`src/hw/rtl/lmc_pkg.sv`:
```
package lmc_pkg;

  localparam int DEFAULT_TIME_WIDTH = 32;

  // Field widths fixed by the item formats.
  localparam int TIME_MS_W   = 32;
  localparam int VERB_W      = 4;
  localparam int ARG_W       = 16;
  localparam int MODE_W      = 4;
  localparam int RC_W        = 3;
  localparam int HUE_W       = 9;
  localparam int DUR_W       = 16;
  localparam int CODE_W      = 16;
  localparam int TIMEOUT_W   = 24;
  localparam int XFADE_W     = 16;
  localparam int CFG_INDEX_W = 3;
  localparam int CFG_DATA_W  = 24;
  localparam int S_TDATA_W   = 56;
  localparam int M_TDATA_W   = 152;

  // Modes.
  localparam logic [MODE_W-1:0] MD_BOOT      = 4'd0;
  localparam logic [MODE_W-1:0] MD_IDLE      = 4'd1;
  localparam logic [MODE_W-1:0] MD_PLAYFUL   = 4'd2;
  localparam logic [MODE_W-1:0] MD_READY     = 4'd3;
  localparam logic [MODE_W-1:0] MD_COUNTDOWN = 4'd4;
  localparam logic [MODE_W-1:0] MD_CAPTURE   = 4'd5;
  localparam logic [MODE_W-1:0] MD_PRINTING  = 4'd6;
  localparam logic [MODE_W-1:0] MD_FINISHED  = 4'd7;
  localparam logic [MODE_W-1:0] MD_TEST      = 4'd8;
  localparam logic [MODE_W-1:0] MD_ERROR     = 4'd9;
  localparam logic [MODE_W-1:0] MD_LINKLOST  = 4'd10;

  // Host verbs.
  localparam logic [VERB_W-1:0] VB_PING      = 4'd0;
  localparam logic [VERB_W-1:0] VB_IDLE      = 4'd1;
  localparam logic [VERB_W-1:0] VB_RELEASE   = 4'd2;
  localparam logic [VERB_W-1:0] VB_READY     = 4'd3;
  localparam logic [VERB_W-1:0] VB_PHASE     = 4'd4;
  localparam logic [VERB_W-1:0] VB_COUNTDOWN = 4'd5;
  localparam logic [VERB_W-1:0] VB_CAPTURE   = 4'd6;
  localparam logic [VERB_W-1:0] VB_PRINTING  = 4'd7;
  localparam logic [VERB_W-1:0] VB_FINISHED  = 4'd8;
  localparam logic [VERB_W-1:0] VB_TEST      = 4'd9;
  localparam logic [VERB_W-1:0] VB_ERROR     = 4'd10;

  // Reply codes.
  localparam logic [RC_W-1:0] RC_PONG    = 3'd0;
  localparam logic [RC_W-1:0] RC_OK      = 3'd1;
  localparam logic [RC_W-1:0] RC_RANGE   = 3'd2;
  localparam logic [RC_W-1:0] RC_UNKNOWN = 3'd3;
  localparam logic [RC_W-1:0] RC_NONE    = 3'd4;

  // Item kinds.
  localparam logic OP_COMMAND = 1'b0;
  localparam logic OP_TICK    = 1'b1;

  // Configuration register indexes.
  localparam logic [CFG_INDEX_W-1:0] REG_PRINTING_TIMEOUT = 3'd0;
  localparam logic [CFG_INDEX_W-1:0] REG_CAPTURE_TIMEOUT  = 3'd1;
  localparam logic [CFG_INDEX_W-1:0] REG_TEST_TIMEOUT     = 3'd2;
  localparam logic [CFG_INDEX_W-1:0] REG_LINK_TIMEOUT     = 3'd3;
  localparam logic [CFG_INDEX_W-1:0] REG_CROSSFADE        = 3'd4;

  localparam logic [TIMEOUT_W-1:0] PRINTING_TIMEOUT_RST = 24'd120000;
  localparam logic [TIMEOUT_W-1:0] CAPTURE_TIMEOUT_RST  = 24'd10000;
  localparam logic [TIMEOUT_W-1:0] TEST_TIMEOUT_RST     = 24'd300000;
  localparam logic [TIMEOUT_W-1:0] LINK_TIMEOUT_RST     = 24'd10000;
  localparam logic [XFADE_W-1:0]   CROSSFADE_RST        = 16'd300;

  localparam logic [ARG_W-1:0]  HUE_MAX      = 16'd359;
  localparam logic [ARG_W-1:0]  DUR_MAX      = 16'd60000;
  localparam logic [ARG_W-1:0]  TEST_LAST_CH = 16'd3;
  localparam logic [CODE_W-1:0] TEST_ALL     = 16'd4;

  typedef struct packed {
    logic [TIMEOUT_W-1:0] printing_timeout;
    logic [TIMEOUT_W-1:0] capture_timeout;
    logic [TIMEOUT_W-1:0] test_timeout;
    logic [TIMEOUT_W-1:0] link_timeout;
    logic [XFADE_W-1:0]   crossfade;
  } cfg_t;

  typedef struct packed {
    logic                 operation;
    logic [TIME_MS_W-1:0] time_ms;
    logic [VERB_W-1:0]    verb;
    logic [ARG_W-1:0]     arg;
  } item_t;

  typedef struct packed {
    logic [RC_W-1:0]      reply_code;
    logic [MODE_W-1:0]    mode;
    logic [MODE_W-1:0]    prev_mode;
    logic [TIME_MS_W-1:0] mode_age;
    logic [TIME_MS_W-1:0] prev_mode_age;
    logic [TIME_MS_W-1:0] link_age;
    logic                 crossfade_active;
    logic                 apply_dimming;
    logic [HUE_W-1:0]     hue;
    logic [DUR_W-1:0]     dur_val;
    logic [CODE_W-1:0]    code;
  } result_t;

endpackage

```
`src/hw/rtl/led_mode_controller_with_watchdog_unit.sv`:
```
// LED ring mode controller with a host link watchdog.
//
// Input items arrive on the s_ channel. s_tuser carries the item kind: a host
// command or a frame tick. s_tdata carries the timestamp, the verb and the
// argument. Every accepted item produces exactly one result item on the m_
// channel with the reply code, the current and previous modes, the elapsed
// times, the cross-fade and dimming flags and the current hue, duration and
// code.
// An item is registered at the input, its state update is one combinational
// pass, and the result is registered at the output: m_tvalid rises as the item
// leaves the input register, and one item is accepted every cycle while m_tready stays high.
// The mode state is updated in the cycle the item moves into the output
// register, so the next item always sees the effect of the previous one.
// If the receiver stalls, the result holds in the output register and one more
// item waits in the input register; s_tready drops only when both are full.
// Configuration registers are written through cfg_wen, cfg_index and cfg_data;
// the user must write them only while the block is idle, as the block does not
// enforce it. Writes to indexes past the last register are ignored. Reset
// (synchronous, active high) empties both registers, restores the default timeouts
// and puts the controller in boot mode with all parameters and timestamps cleared.
module led_mode_controller_with_watchdog_unit #(
  parameter int TIME_WIDTH = lmc_pkg::DEFAULT_TIME_WIDTH
) (
  input  logic                                 clk,
  input  logic                                 rst,
  input  logic                                 s_tvalid,
  output logic                                 s_tready,
  // time_ms[31:0], verb[35:32], arg[51:36], zero pad[55:52]
  input  logic [lmc_pkg::S_TDATA_W-1:0]        s_tdata,
  // operation[0]: 0 host command, 1 frame tick
  input  logic                                 s_tuser,
  output logic                                 m_tvalid,
  input  logic                                 m_tready,
  // reply_code[2:0], mode[6:3], prev_mode[10:7], mode_age[42:11],
  // prev_mode_age[74:43], link_age[106:75], crossfade_active[107],
  // apply_dimming[108], hue[117:109], dur_val[133:118], code[149:134],
  // zero pad[151:150]
  output logic [lmc_pkg::M_TDATA_W-1:0]        m_tdata,
  input  logic                                 cfg_wen,
  input  logic [lmc_pkg::CFG_INDEX_W-1:0]      cfg_index,
  input  logic [lmc_pkg::CFG_DATA_W-1:0]       cfg_data
);

  lmc_pkg::cfg_t    cfg;
  lmc_pkg::item_t   in_item;
  lmc_pkg::result_t core_res;
  lmc_pkg::result_t out_res;
  logic             in_valid;
  logic             advance;
  logic             s_fire;

  // The input stage moves on when the output register is empty or being drained.
  assign advance  = in_valid && (!m_tvalid || m_tready);
  assign s_tready = !in_valid || !m_tvalid || m_tready;
  assign s_fire   = s_tvalid && s_tready;

  always_ff @(posedge clk) begin
    if (rst) begin
      in_valid <= 1'b0;
    end else if (s_tready) begin
      in_valid <= s_tvalid;
    end
  end

  always_ff @(posedge clk) begin
    if (s_fire) begin
      in_item.operation <= s_tuser;
      in_item.time_ms   <= s_tdata[31:0];
      in_item.verb      <= s_tdata[35:32];
      in_item.arg       <= s_tdata[51:36];
    end
  end

  lmc_cfg_regs u_cfg (
    .clk       (clk),
    .rst       (rst),
    .cfg_wen   (cfg_wen),
    .cfg_index (cfg_index),
    .cfg_data  (cfg_data),
    .cfg       (cfg)
  );

  lmc_core #(
    .TIME_WIDTH (TIME_WIDTH)
  ) u_core (
    .clk  (clk),
    .rst  (rst),
    .fire (advance),
    .item (in_item),
    .cfg  (cfg),
    .res  (core_res)
  );

  always_ff @(posedge clk) begin
    if (rst) begin
      m_tvalid <= 1'b0;
    end else if (advance) begin
      m_tvalid <= 1'b1;
    end else if (m_tready) begin
      m_tvalid <= 1'b0;
    end
  end

  always_ff @(posedge clk) begin
    if (advance) begin
      out_res <= core_res;
    end
  end

  assign m_tdata = {2'b00,
                    out_res.code,
                    out_res.dur_val,
                    out_res.hue,
                    out_res.apply_dimming,
                    out_res.crossfade_active,
                    out_res.link_age,
                    out_res.prev_mode_age,
                    out_res.mode_age,
                    out_res.prev_mode,
                    out_res.mode,
                    out_res.reply_code};

  a_ready_when_out_empty: assert property (@(posedge clk) disable iff (rst)
    !m_tvalid |-> s_tready)
    else $error("input stalled while the output register was empty");

  a_capture_flags: assert property (@(posedge clk) disable iff (rst)
    m_tvalid && out_res.mode == lmc_pkg::MD_CAPTURE |->
      !out_res.crossfade_active && !out_res.apply_dimming)
    else $error("capture mode result has cross-fade or dimming set");

  a_result_follows_item: assert property (@(posedge clk) disable iff (rst)
    advance |=> m_tvalid)
    else $error("item left the input stage without a result");

endmodule

```
`src/hw/rtl/lmc_cfg_regs.sv`:
```
module lmc_cfg_regs (
  input  logic                                clk,
  input  logic                                rst,
  input  logic                                cfg_wen,
  input  logic [lmc_pkg::CFG_INDEX_W-1:0]     cfg_index,
  input  logic [lmc_pkg::CFG_DATA_W-1:0]      cfg_data,
  output lmc_pkg::cfg_t                       cfg
);

  // Writes beyond the register list are dropped.
  always_ff @(posedge clk) begin
    if (rst) begin
      cfg.printing_timeout <= lmc_pkg::PRINTING_TIMEOUT_RST;
      cfg.capture_timeout  <= lmc_pkg::CAPTURE_TIMEOUT_RST;
      cfg.test_timeout     <= lmc_pkg::TEST_TIMEOUT_RST;
      cfg.link_timeout     <= lmc_pkg::LINK_TIMEOUT_RST;
      cfg.crossfade        <= lmc_pkg::CROSSFADE_RST;
    end else if (cfg_wen) begin
      unique case (cfg_index)
        lmc_pkg::REG_PRINTING_TIMEOUT: cfg.printing_timeout <= cfg_data;
        lmc_pkg::REG_CAPTURE_TIMEOUT:  cfg.capture_timeout  <= cfg_data;
        lmc_pkg::REG_TEST_TIMEOUT:     cfg.test_timeout     <= cfg_data;
        lmc_pkg::REG_LINK_TIMEOUT:     cfg.link_timeout     <= cfg_data;
        lmc_pkg::REG_CROSSFADE:        cfg.crossfade        <= cfg_data[lmc_pkg::XFADE_W-1:0];
        default: ;
      endcase
    end
  end

endmodule

```
`src/hw/rtl/lmc_core.sv`:
```
module lmc_core #(
  parameter int TIME_WIDTH = lmc_pkg::DEFAULT_TIME_WIDTH
) (
  input  logic             clk,
  input  logic             rst,
  input  logic             fire,
  input  lmc_pkg::item_t   item,
  input  lmc_pkg::cfg_t    cfg,
  output lmc_pkg::result_t res
);

  logic [lmc_pkg::MODE_W-1:0] cur_mode, cur_mode_next;
  logic [lmc_pkg::MODE_W-1:0] last_mode, last_mode_next;
  logic [TIME_WIDTH-1:0]      entry_time, entry_time_next;
  logic [TIME_WIDTH-1:0]      last_entry_time, last_entry_time_next;
  logic [TIME_WIDTH-1:0]      last_rx_time, last_rx_time_next;
  logic [lmc_pkg::HUE_W-1:0]  hue, hue_next;
  logic [lmc_pkg::DUR_W-1:0]  duration, duration_next;
  logic [lmc_pkg::CODE_W-1:0] code, code_next;

  logic [TIME_WIDTH-1:0]      t;
  logic [TIME_WIDTH-1:0]      el0, pel0, since0;
  logic [TIME_WIDTH-1:0]      el_out, pel_out, since_out;
  logic [lmc_pkg::RC_W-1:0]   rc;
  logic                       enter;
  logic                       keep;
  logic [lmc_pkg::MODE_W-1:0] new_mode;
  logic                       is_cmd;

  assign t      = TIME_WIDTH'(item.time_ms);
  assign is_cmd = (item.operation == lmc_pkg::OP_COMMAND);
  assign el0    = t - entry_time;
  assign pel0   = t - last_entry_time;
  assign since0 = t - last_rx_time;

  always_comb begin
    cur_mode_next        = cur_mode;
    last_mode_next       = last_mode;
    entry_time_next      = entry_time;
    last_entry_time_next = last_entry_time;
    last_rx_time_next    = last_rx_time;
    hue_next             = hue;
    duration_next        = duration;
    code_next            = code;
    rc                   = lmc_pkg::RC_NONE;
    enter                = 1'b0;
    keep                 = 1'b0;
    new_mode             = cur_mode;
    el_out               = el0;
    pel_out              = pel0;
    since_out            = since0;

    if (is_cmd) begin
      last_rx_time_next = t;
      since_out         = '0;
      rc                = lmc_pkg::RC_OK;
      unique case (item.verb)
        lmc_pkg::VB_PING: begin
          rc = lmc_pkg::RC_PONG;
          if (cur_mode == lmc_pkg::MD_BOOT || cur_mode == lmc_pkg::MD_LINKLOST) begin
            enter    = 1'b1;
            new_mode = lmc_pkg::MD_IDLE;
          end
        end
        lmc_pkg::VB_IDLE, lmc_pkg::VB_RELEASE: begin
          enter    = 1'b1;
          new_mode = lmc_pkg::MD_IDLE;
        end
        lmc_pkg::VB_READY: begin
          enter    = 1'b1;
          new_mode = lmc_pkg::MD_READY;
        end
        lmc_pkg::VB_PHASE: begin
          if (item.arg > lmc_pkg::HUE_MAX) begin
            rc = lmc_pkg::RC_RANGE;
          end else begin
            hue_next = item.arg[lmc_pkg::HUE_W-1:0];
            enter    = 1'b1;
            keep     = 1'b1;
            new_mode = lmc_pkg::MD_PLAYFUL;
          end
        end
        lmc_pkg::VB_COUNTDOWN, lmc_pkg::VB_FINISHED: begin
          if (item.arg == '0 || item.arg > lmc_pkg::DUR_MAX) begin
            rc = lmc_pkg::RC_RANGE;
          end else begin
            duration_next = item.arg;
            enter         = 1'b1;
            keep          = 1'b1;
            new_mode      = (item.verb == lmc_pkg::VB_COUNTDOWN) ?
                            lmc_pkg::MD_COUNTDOWN : lmc_pkg::MD_FINISHED;
          end
        end
        lmc_pkg::VB_CAPTURE: begin
          enter    = 1'b1;
          new_mode = lmc_pkg::MD_CAPTURE;
        end
        lmc_pkg::VB_PRINTING: begin
          enter    = 1'b1;
          new_mode = lmc_pkg::MD_PRINTING;
        end
        lmc_pkg::VB_TEST: begin
          code_next = (item.arg > lmc_pkg::TEST_LAST_CH) ? lmc_pkg::TEST_ALL : item.arg;
          enter     = 1'b1;
          keep      = 1'b1;
          new_mode  = lmc_pkg::MD_TEST;
        end
        lmc_pkg::VB_ERROR: begin
          code_next = item.arg;
          enter     = 1'b1;
          keep      = 1'b1;
          new_mode  = lmc_pkg::MD_ERROR;
        end
        default: rc = lmc_pkg::RC_UNKNOWN;
      endcase
    end else begin
      // Per-mode timeouts fire only when the elapsed time strictly exceeds the limit.
      unique case (cur_mode)
        lmc_pkg::MD_PRINTING: begin
          enter    = (el0 > cfg.printing_timeout);
          new_mode = lmc_pkg::MD_ERROR;
        end
        lmc_pkg::MD_CAPTURE: begin
          enter    = (el0 > cfg.capture_timeout);
          new_mode = lmc_pkg::MD_IDLE;
        end
        lmc_pkg::MD_TEST: begin
          enter    = (el0 > cfg.test_timeout);
          new_mode = lmc_pkg::MD_IDLE;
        end
        lmc_pkg::MD_FINISHED: begin
          enter    = (duration != '0) && (el0 > duration);
          new_mode = lmc_pkg::MD_IDLE;
        end
        default: ;
      endcase
    end

    if (enter) begin
      last_mode_next       = cur_mode;
      last_entry_time_next = entry_time;
      cur_mode_next        = new_mode;
      entry_time_next      = t;
      pel_out              = el0;
      el_out               = '0;
      if (!keep) begin
        hue_next      = '0;
        duration_next = '0;
        code_next     = '0;
      end
    end

    // The watchdog looks at the mode left by the timeout, so both can fire in one tick.
    if (!is_cmd && cur_mode_next != lmc_pkg::MD_BOOT &&
        cur_mode_next != lmc_pkg::MD_LINKLOST && since0 > cfg.link_timeout) begin
      last_mode_next       = cur_mode_next;
      last_entry_time_next = entry_time_next;
      cur_mode_next        = lmc_pkg::MD_LINKLOST;
      entry_time_next      = t;
      pel_out              = el_out;
      el_out               = '0;
      hue_next             = '0;
      duration_next        = '0;
      code_next            = '0;
    end
  end

  always_comb begin
    res.reply_code       = rc;
    res.mode             = cur_mode_next;
    res.prev_mode        = last_mode_next;
    res.mode_age         = lmc_pkg::TIME_MS_W'(el_out);
    res.prev_mode_age    = lmc_pkg::TIME_MS_W'(pel_out);
    res.link_age         = lmc_pkg::TIME_MS_W'(since_out);
    res.crossfade_active = (el_out < cfg.crossfade) &&
                           (cur_mode_next != lmc_pkg::MD_CAPTURE) &&
                           (last_mode_next != cur_mode_next);
    res.apply_dimming    = (cur_mode_next != lmc_pkg::MD_CAPTURE) &&
                           (cur_mode_next != lmc_pkg::MD_TEST);
    res.hue              = hue_next;
    res.dur_val          = duration_next;
    res.code             = code_next;
  end

  always_ff @(posedge clk) begin
    if (rst) begin
      cur_mode        <= lmc_pkg::MD_BOOT;
      last_mode       <= lmc_pkg::MD_BOOT;
      entry_time      <= '0;
      last_entry_time <= '0;
      last_rx_time    <= '0;
      hue             <= '0;
      duration        <= '0;
      code            <= '0;
    end else if (fire) begin
      cur_mode        <= cur_mode_next;
      last_mode       <= last_mode_next;
      entry_time      <= entry_time_next;
      last_entry_time <= last_entry_time_next;
      last_rx_time    <= last_rx_time_next;
      hue             <= hue_next;
      duration        <= duration_next;
      code            <= code_next;
    end
  end

  a_cmd_refreshes_link: assert property (@(posedge clk) disable iff (rst)
    fire && is_cmd |=> last_rx_time == $past(t))
    else $error("command did not refresh the link time");

  a_mode_in_range: assert property (@(posedge clk) disable iff (rst)
    cur_mode <= lmc_pkg::MD_LINKLOST && last_mode <= lmc_pkg::MD_LINKLOST)
    else $error("mode register holds an undefined code");

  a_tick_keeps_params: assert property (@(posedge clk) disable iff (rst)
    fire && !is_cmd |=> (cur_mode != $past(cur_mode)) ||
      (hue == $past(hue) && duration == $past(duration) && code == $past(code)))
    else $error("frame tick changed parameters without a mode entry");

  a_linklost_clears: assert property (@(posedge clk) disable iff (rst)
    fire && !is_cmd && cur_mode_next == lmc_pkg::MD_LINKLOST &&
      cur_mode != lmc_pkg::MD_LINKLOST |=> hue == '0 && duration == '0 && code == '0)
    else $error("link lost entry kept parameters");

endmodule
```
`config.mk`:
```
export PLATFORM = sky130hd
export DESIGN_NAME = led_mode_controller_with_watchdog_unit
export DESIGN_NICKNAME = d
export VERILOG_FILES = /design/src/hw/rtl/lmc_pkg.sv /design/src/hw/rtl/led_mode_controller_with_watchdog_unit.sv /design/src/hw/rtl/lmc_cfg_regs.sv /design/src/hw/rtl/lmc_core.sv
export SDC_FILE = /design/constraint.sdc
export NUM_CORES = 1
export LEC_CHECK = 0
export ABC_CLOCK_PERIOD_IN_PS = 8100
export BUFFER_PORTS_ARGS = -buffer_cell sky130_fd_sc_hd__buf_2
export CAP_MARGIN = 20
export CORE_UTILIZATION = 25
export DETAILED_ROUTE_END_ITERATION = 6
export GPL_TIMING_DRIVEN = 0
export PLACE_DENSITY = 0.4
export SYNTH_ARGS = -nofsm -noshare
export SYNTH_HDL_FRONTEND = slang
export SYNTH_SLANG_ARGS = --single-unit
```
`constraint.sdc`:
```
create_clock -name clk -period 8.1 [get_ports clk]
set_input_delay 0.81 -clock clk [delete_from_list [all_inputs] [get_ports clk]]
set_output_delay 0.81 -clock clk [all_outputs]
set_load 0.03 [all_outputs]
```
### Word-level counts from Yosys, hierarchy flattened

Index checks and enable logic that the tools add are counted.

* bits in registers: 462
* bits of input ports: 89
* word-level logic and storage cells: 152

* $add $sub $neg: 3
* $lt $le $gt $ge: 9
* equal/unequal tests: 23
* muxes and demuxes: 50
* bitwise gates (word level): 1
* reduce and logical (&&, ||, !) cells: 36

Operator list (number)
* $mux W32: 8
* $mux W16: 11
* $gt A32 B24 Y1: 4
* $sub A32 B32 Y32: 3
* $mux W9: 6
* $pmux W4 S9: 1
* $gt A32 B16 Y1: 1
* $lt A32 B16 Y1: 1
* $mux W4: 8
* $pmux W16 S2: 1
* $eq A4 B3 Y1 const B: 7
* $eq A4 B4 Y1 const B: 5
* $gt A16 B16 Y1 const B: 1
* $gt A16 B2 Y1 const B: 1
* $gt A16 B9 Y1 const B: 1
* $logic_not A16 Y1: 1
* $reduce_bool A16 Y1: 1
* $reduce_and A2 Y1: 7
* $pmux W3 S4: 1
* $logic_and A1 B1 Y1: 9
* $eq A4 B2 Y1 const B: 2
* $logic_not A4 Y1: 2
* $ne A4 B4 Y1 const B: 2
* $pmux W1 S4: 2
* other kinds (19): 36

### Longest topological paths before layout

* depth after elaboration: 14
* mapped depth: 42
* gate-level depth less buffers: 39

### Cells and area by module

Synthesis repeated with hierarchy kept, for this count alone.

* cell total of the unflattened synthesis: 2918
* area total of the unflattened synthesis: 26968.4 sq um

By module, submodules not included
* lmc_core: times used 1, cells each 2289, area an instance 16301.9 sq um, sequential area each 2902.8 sq um
* led_mode_controller_with_watchdog_unit: times used 1, cells each 216, area an instance 6218.5 sq um, sequential area each 6135.9 sq um
* lmc_cfg_regs: times used 1, cells each 413, area an instance 4448.0 sq um, sequential area each 2242.2 sq um

### Worst setup path before layout

Ideal clock, no wire load.

* kind: register -> register
* from: register in_item[20] in the netlist's numbering
* to: register out_res, in the netlist m_tdata[107] (data pin)
* arrival: 7.600 ns
* data required time: 7.948 ns
* setup slack: 0.348 ns
* stages on the path, launching flop included: 39
* buffers on the path: 3
* period minus slack after synthesis: 7.752 ns
* cells stage by stage: edfxtp_1 inv_1 ha_1 inv_1 fa_1 a211o_1 a21oi_1 o31ai_1 a221oi_1 o21ai_0 a21o_1 a21oi_1 xnor2_1 ha_1 a21o_1 a21o_1 a21o_1 a21oi_1 [... 3 more ...] a221o_1 a2111oi_0 nand3_1 o41ai_1 clkbuf_1 a31oi_2 or2_2 buf_2 buf_2 nor2_1 ha_1 a21o_1 a21o_1 a21oi_1 a211oi_1 a211o_1 a221o_1 a31oi_1

RTL lines
* start: declaration: line led_mode_controller_with_watchdog_unit.sv:45 `lmc_pkg::item_t in_item;`
* end signal: assignment: line led_mode_controller_with_watchdog_unit.sv:106 `out_res <= core_res;`
* end: declaration: line led_mode_controller_with_watchdog_unit.sv:47 `lmc_pkg::result_t out_res;`

==> results.ini <==
[status]
status=finished, final reports clean

[power_and_ir_drop]
intPower_w=0.00470
power_frac_comb_pct=25.0
power.net_switching_w=0.00229
seqPwrFrac_pct=38.1
powerDensity_nw_per_um2=214
switching_share_pct=32.7
p_leak_nw=12.6
power_frac_clock_pct=36.9
peakVddDrop_mv=0.144

[logic_synthesis]
synth_edf_count=203
synth_mux_area_share_pct=2.42
synth.area.top_cells=edfxtp_1, dfxtp_1, ha_1
synth_fa_ha_area_share_pct=10.4
syn_inst=2949
yosys.area_share.simple_pct=16.6
seq_area_frac_synth_pct=42.9
synth_area_per_cell_um2=8.92
synth_top_family_by_area=compound AO/OA/AOI/OAI gates
async_flop_share_pct=0
synth_compound_area_share_pct=18.4
ys_warn_count=0
synth_top_area_share_pct=23.2
synth_top_area_cell=edfxtp_1
synthFlopType=dfxtp_1
synth_xor_area_share_pct=3.17
ys_ff_latch=462
netlist_area_um2=26300
ys_types=94

[critical_path]
crit_path_top_delay_cell=edfxtp_1
cp-start-kind=flop
crit_type=reg2reg
r2r_cells=36
cp_max_fo=5
cp.arrival_ps=8290
crit_path_frequent_cell=a21o_1
end_kind=flop
worst_ep_required_time_ps=8580
r2r_slack_ps=290
critPathMaxStageDelay_ps=470

[cts]
cts.sinks=462
root_buffer=clkbuf_16
cts_tree=done
ctsHtreeMaxLevel=2
clk_pin_slew_ps=60
clk_path_buf_depth=3
cts_hold_buf=0
cts_made_buffers=57
clkLatencyLatePin_ps=650

[sta]
final_max_slew_viol_count=0
rsz0062_at_grt=no
slew_headroom_pct=25.1
fin_ws_ps=285
tightest_slew_ps=1120
final-hold-violation-count=0
timing.fmax_mhz=128
period_share_pct=96.5
fin_skew_ps=15.9
min_period_ps=7810
tns_ps=0
setup_viol_count_final=0

[floorplan]
ioPinCount=243
die_x_um=326
die_height_um=326
rows=118
core_area_um2=104000
initial_core_util_pct=25.3
die-area_um2=107000

[job]
cap_violations=0

[routing]
vias=22400
drt-vias-per-instance=4.71
drc_errors=0
routed_wl_um=102000
drtPass1Iterations=5
drtAntennaViolNets=0
wl_per_cell_um=21.4
first_iter_violations=1321

[global_route]
grt_pass1_wl_um=147000
grt_pass1_vias=21400
antenna_found_initial=7
overflow=0
grt_max_degree=59
grtUsageTotal_pct=18.6

[layout]
areaGrowthSynthToFinish_pct=23.9
layout.cells.most_common=nand2_1
final_cell_mix=nand2_1, dfxtp_1, a21oi_1, buf_2, inv_1
nNetsFinal=3628
drive_above_1_share_pct=17.1
insertedDiodeCount=0

[place]
pre_cts_slack_ps=-1930
io_buffer_count=235
gp_congestion=0.860
place_hpwl_um=77100

[worst_hold_path]
hp-class=in2reg
hold_depth=1

==> power groups by stage <==
stage	clock network (W)	registers (W)	logic, W
finish	0.00258	0.00266	0.00175
global placement	0	0.00273	0.00155
detailed placement	0	0.00272	0.00158
CTS	0.00266	0.00266	0.00171
global route	0.00275	0.00267	0.00190
floorplan	0	0.00280	0.000902
==> worst max-delay path: cells and delay by family (launching register included) <==
family	cells	cell delay, ps
flip-flops	1	470
XOR/XNOR	1	130
AND/OR/NAND/NOR	5	730
adder cells (fa/ha/maj)	3	800
buffers and inverters	4	640
AO/OA/AOI/OAI	23	4830
==> metal layers <==
layer	routed length [um]	GRT usage, %	vias to the layer above
met5	0	0	-
li1	-	-	11100
met4	2300	4.31	0
met2	47200	30.6	484
met3	3870	2.32	118
met1	48200	25.7	10700
==> layout make-up <==
cell class,instances,area [um2]
buffer,138,617
clock buffer,80,1540
clock inverter,26,288
fill,11100,71300
inverter,258,971
multi-input combinational,2083,14200
sequential,462,11300
tap,1380,1730
timing repair buffer,322,1950
==> Yosys cell counts (26+ instances only) <==
cell	count
xor2_1	38
nand3_1	40
a21o_1	72
nand2b_1	28
clkbuf_1	110
mux2i_1	59
nor2_1	242
nor3_1	32
o211ai_1	26
ha_1	214
nand2_1	429
a22oi_1	42
and2_1	50
a211oi_1	44
inv_1	256
nand4_1	31
a21oi_1	275
o21ai_0	86
edfxtp_1	203
xnor2_1	51
dfxtp_1	259
nor2b_1	30
==> what timing repair did <==
action | 4_1_cts | 5_1_grt
pin swaps | 58 | 63
buffers inserted | 58 | 12
gates cloned | 0 | 0
gates resized for setup | 107 | 63
setup endpoints to repair | 1 | 1
==> per-stage QoR <==
step                      hold slack [ps]  power [W]  instance area (um2)  utilization, %  std cells
after floorplan                       436    0.00370                26300               -       2950
after global placement                442    0.00428                29200            28.1       4565
after detailed placement              446    0.00429                29500            28.4       4582
after CTS                             281    0.00704                32200            31.0       4741
after global routing                  295    0.00733                32600            31.4       4749
final                                 337    0.00699                32600            31.4       4749
==> state kept, by name, indices dropped and copies added (netlist names), 16 cells and up <==
signal / cells
m_tdata: 150
u_cfg.cfg: 112
u_core.last_entry_time: 32
u_core.duration: 16
u_core.last_rx_time: 32
u_core.entry_time: 32
u_core.code: 16
in_item: 53
==> cell families after synthesis <==
logic type                 after synthesis
and+or+nand+nor                        970
AOI/OAI and AO/OA                      739
DFF                                    462
buffers and inverters                  405
adders and majority gates              218
xor gates and xnor gates                92
muxes                                   62
other                                    1
==> worst paths after layout <==
| path | startpoint | to |
|---|---|---|
| min | s_tdata[32] | in_item[16] |
| min reg2reg | u_cfg.cfg[70] | u_cfg.cfg[70] |
| max reg2reg | in_item[21] | m_tdata[107] |
| max | in_item[21] | m_tdata[107] |
Note: power is estimated with default switching activity, not from simulation.
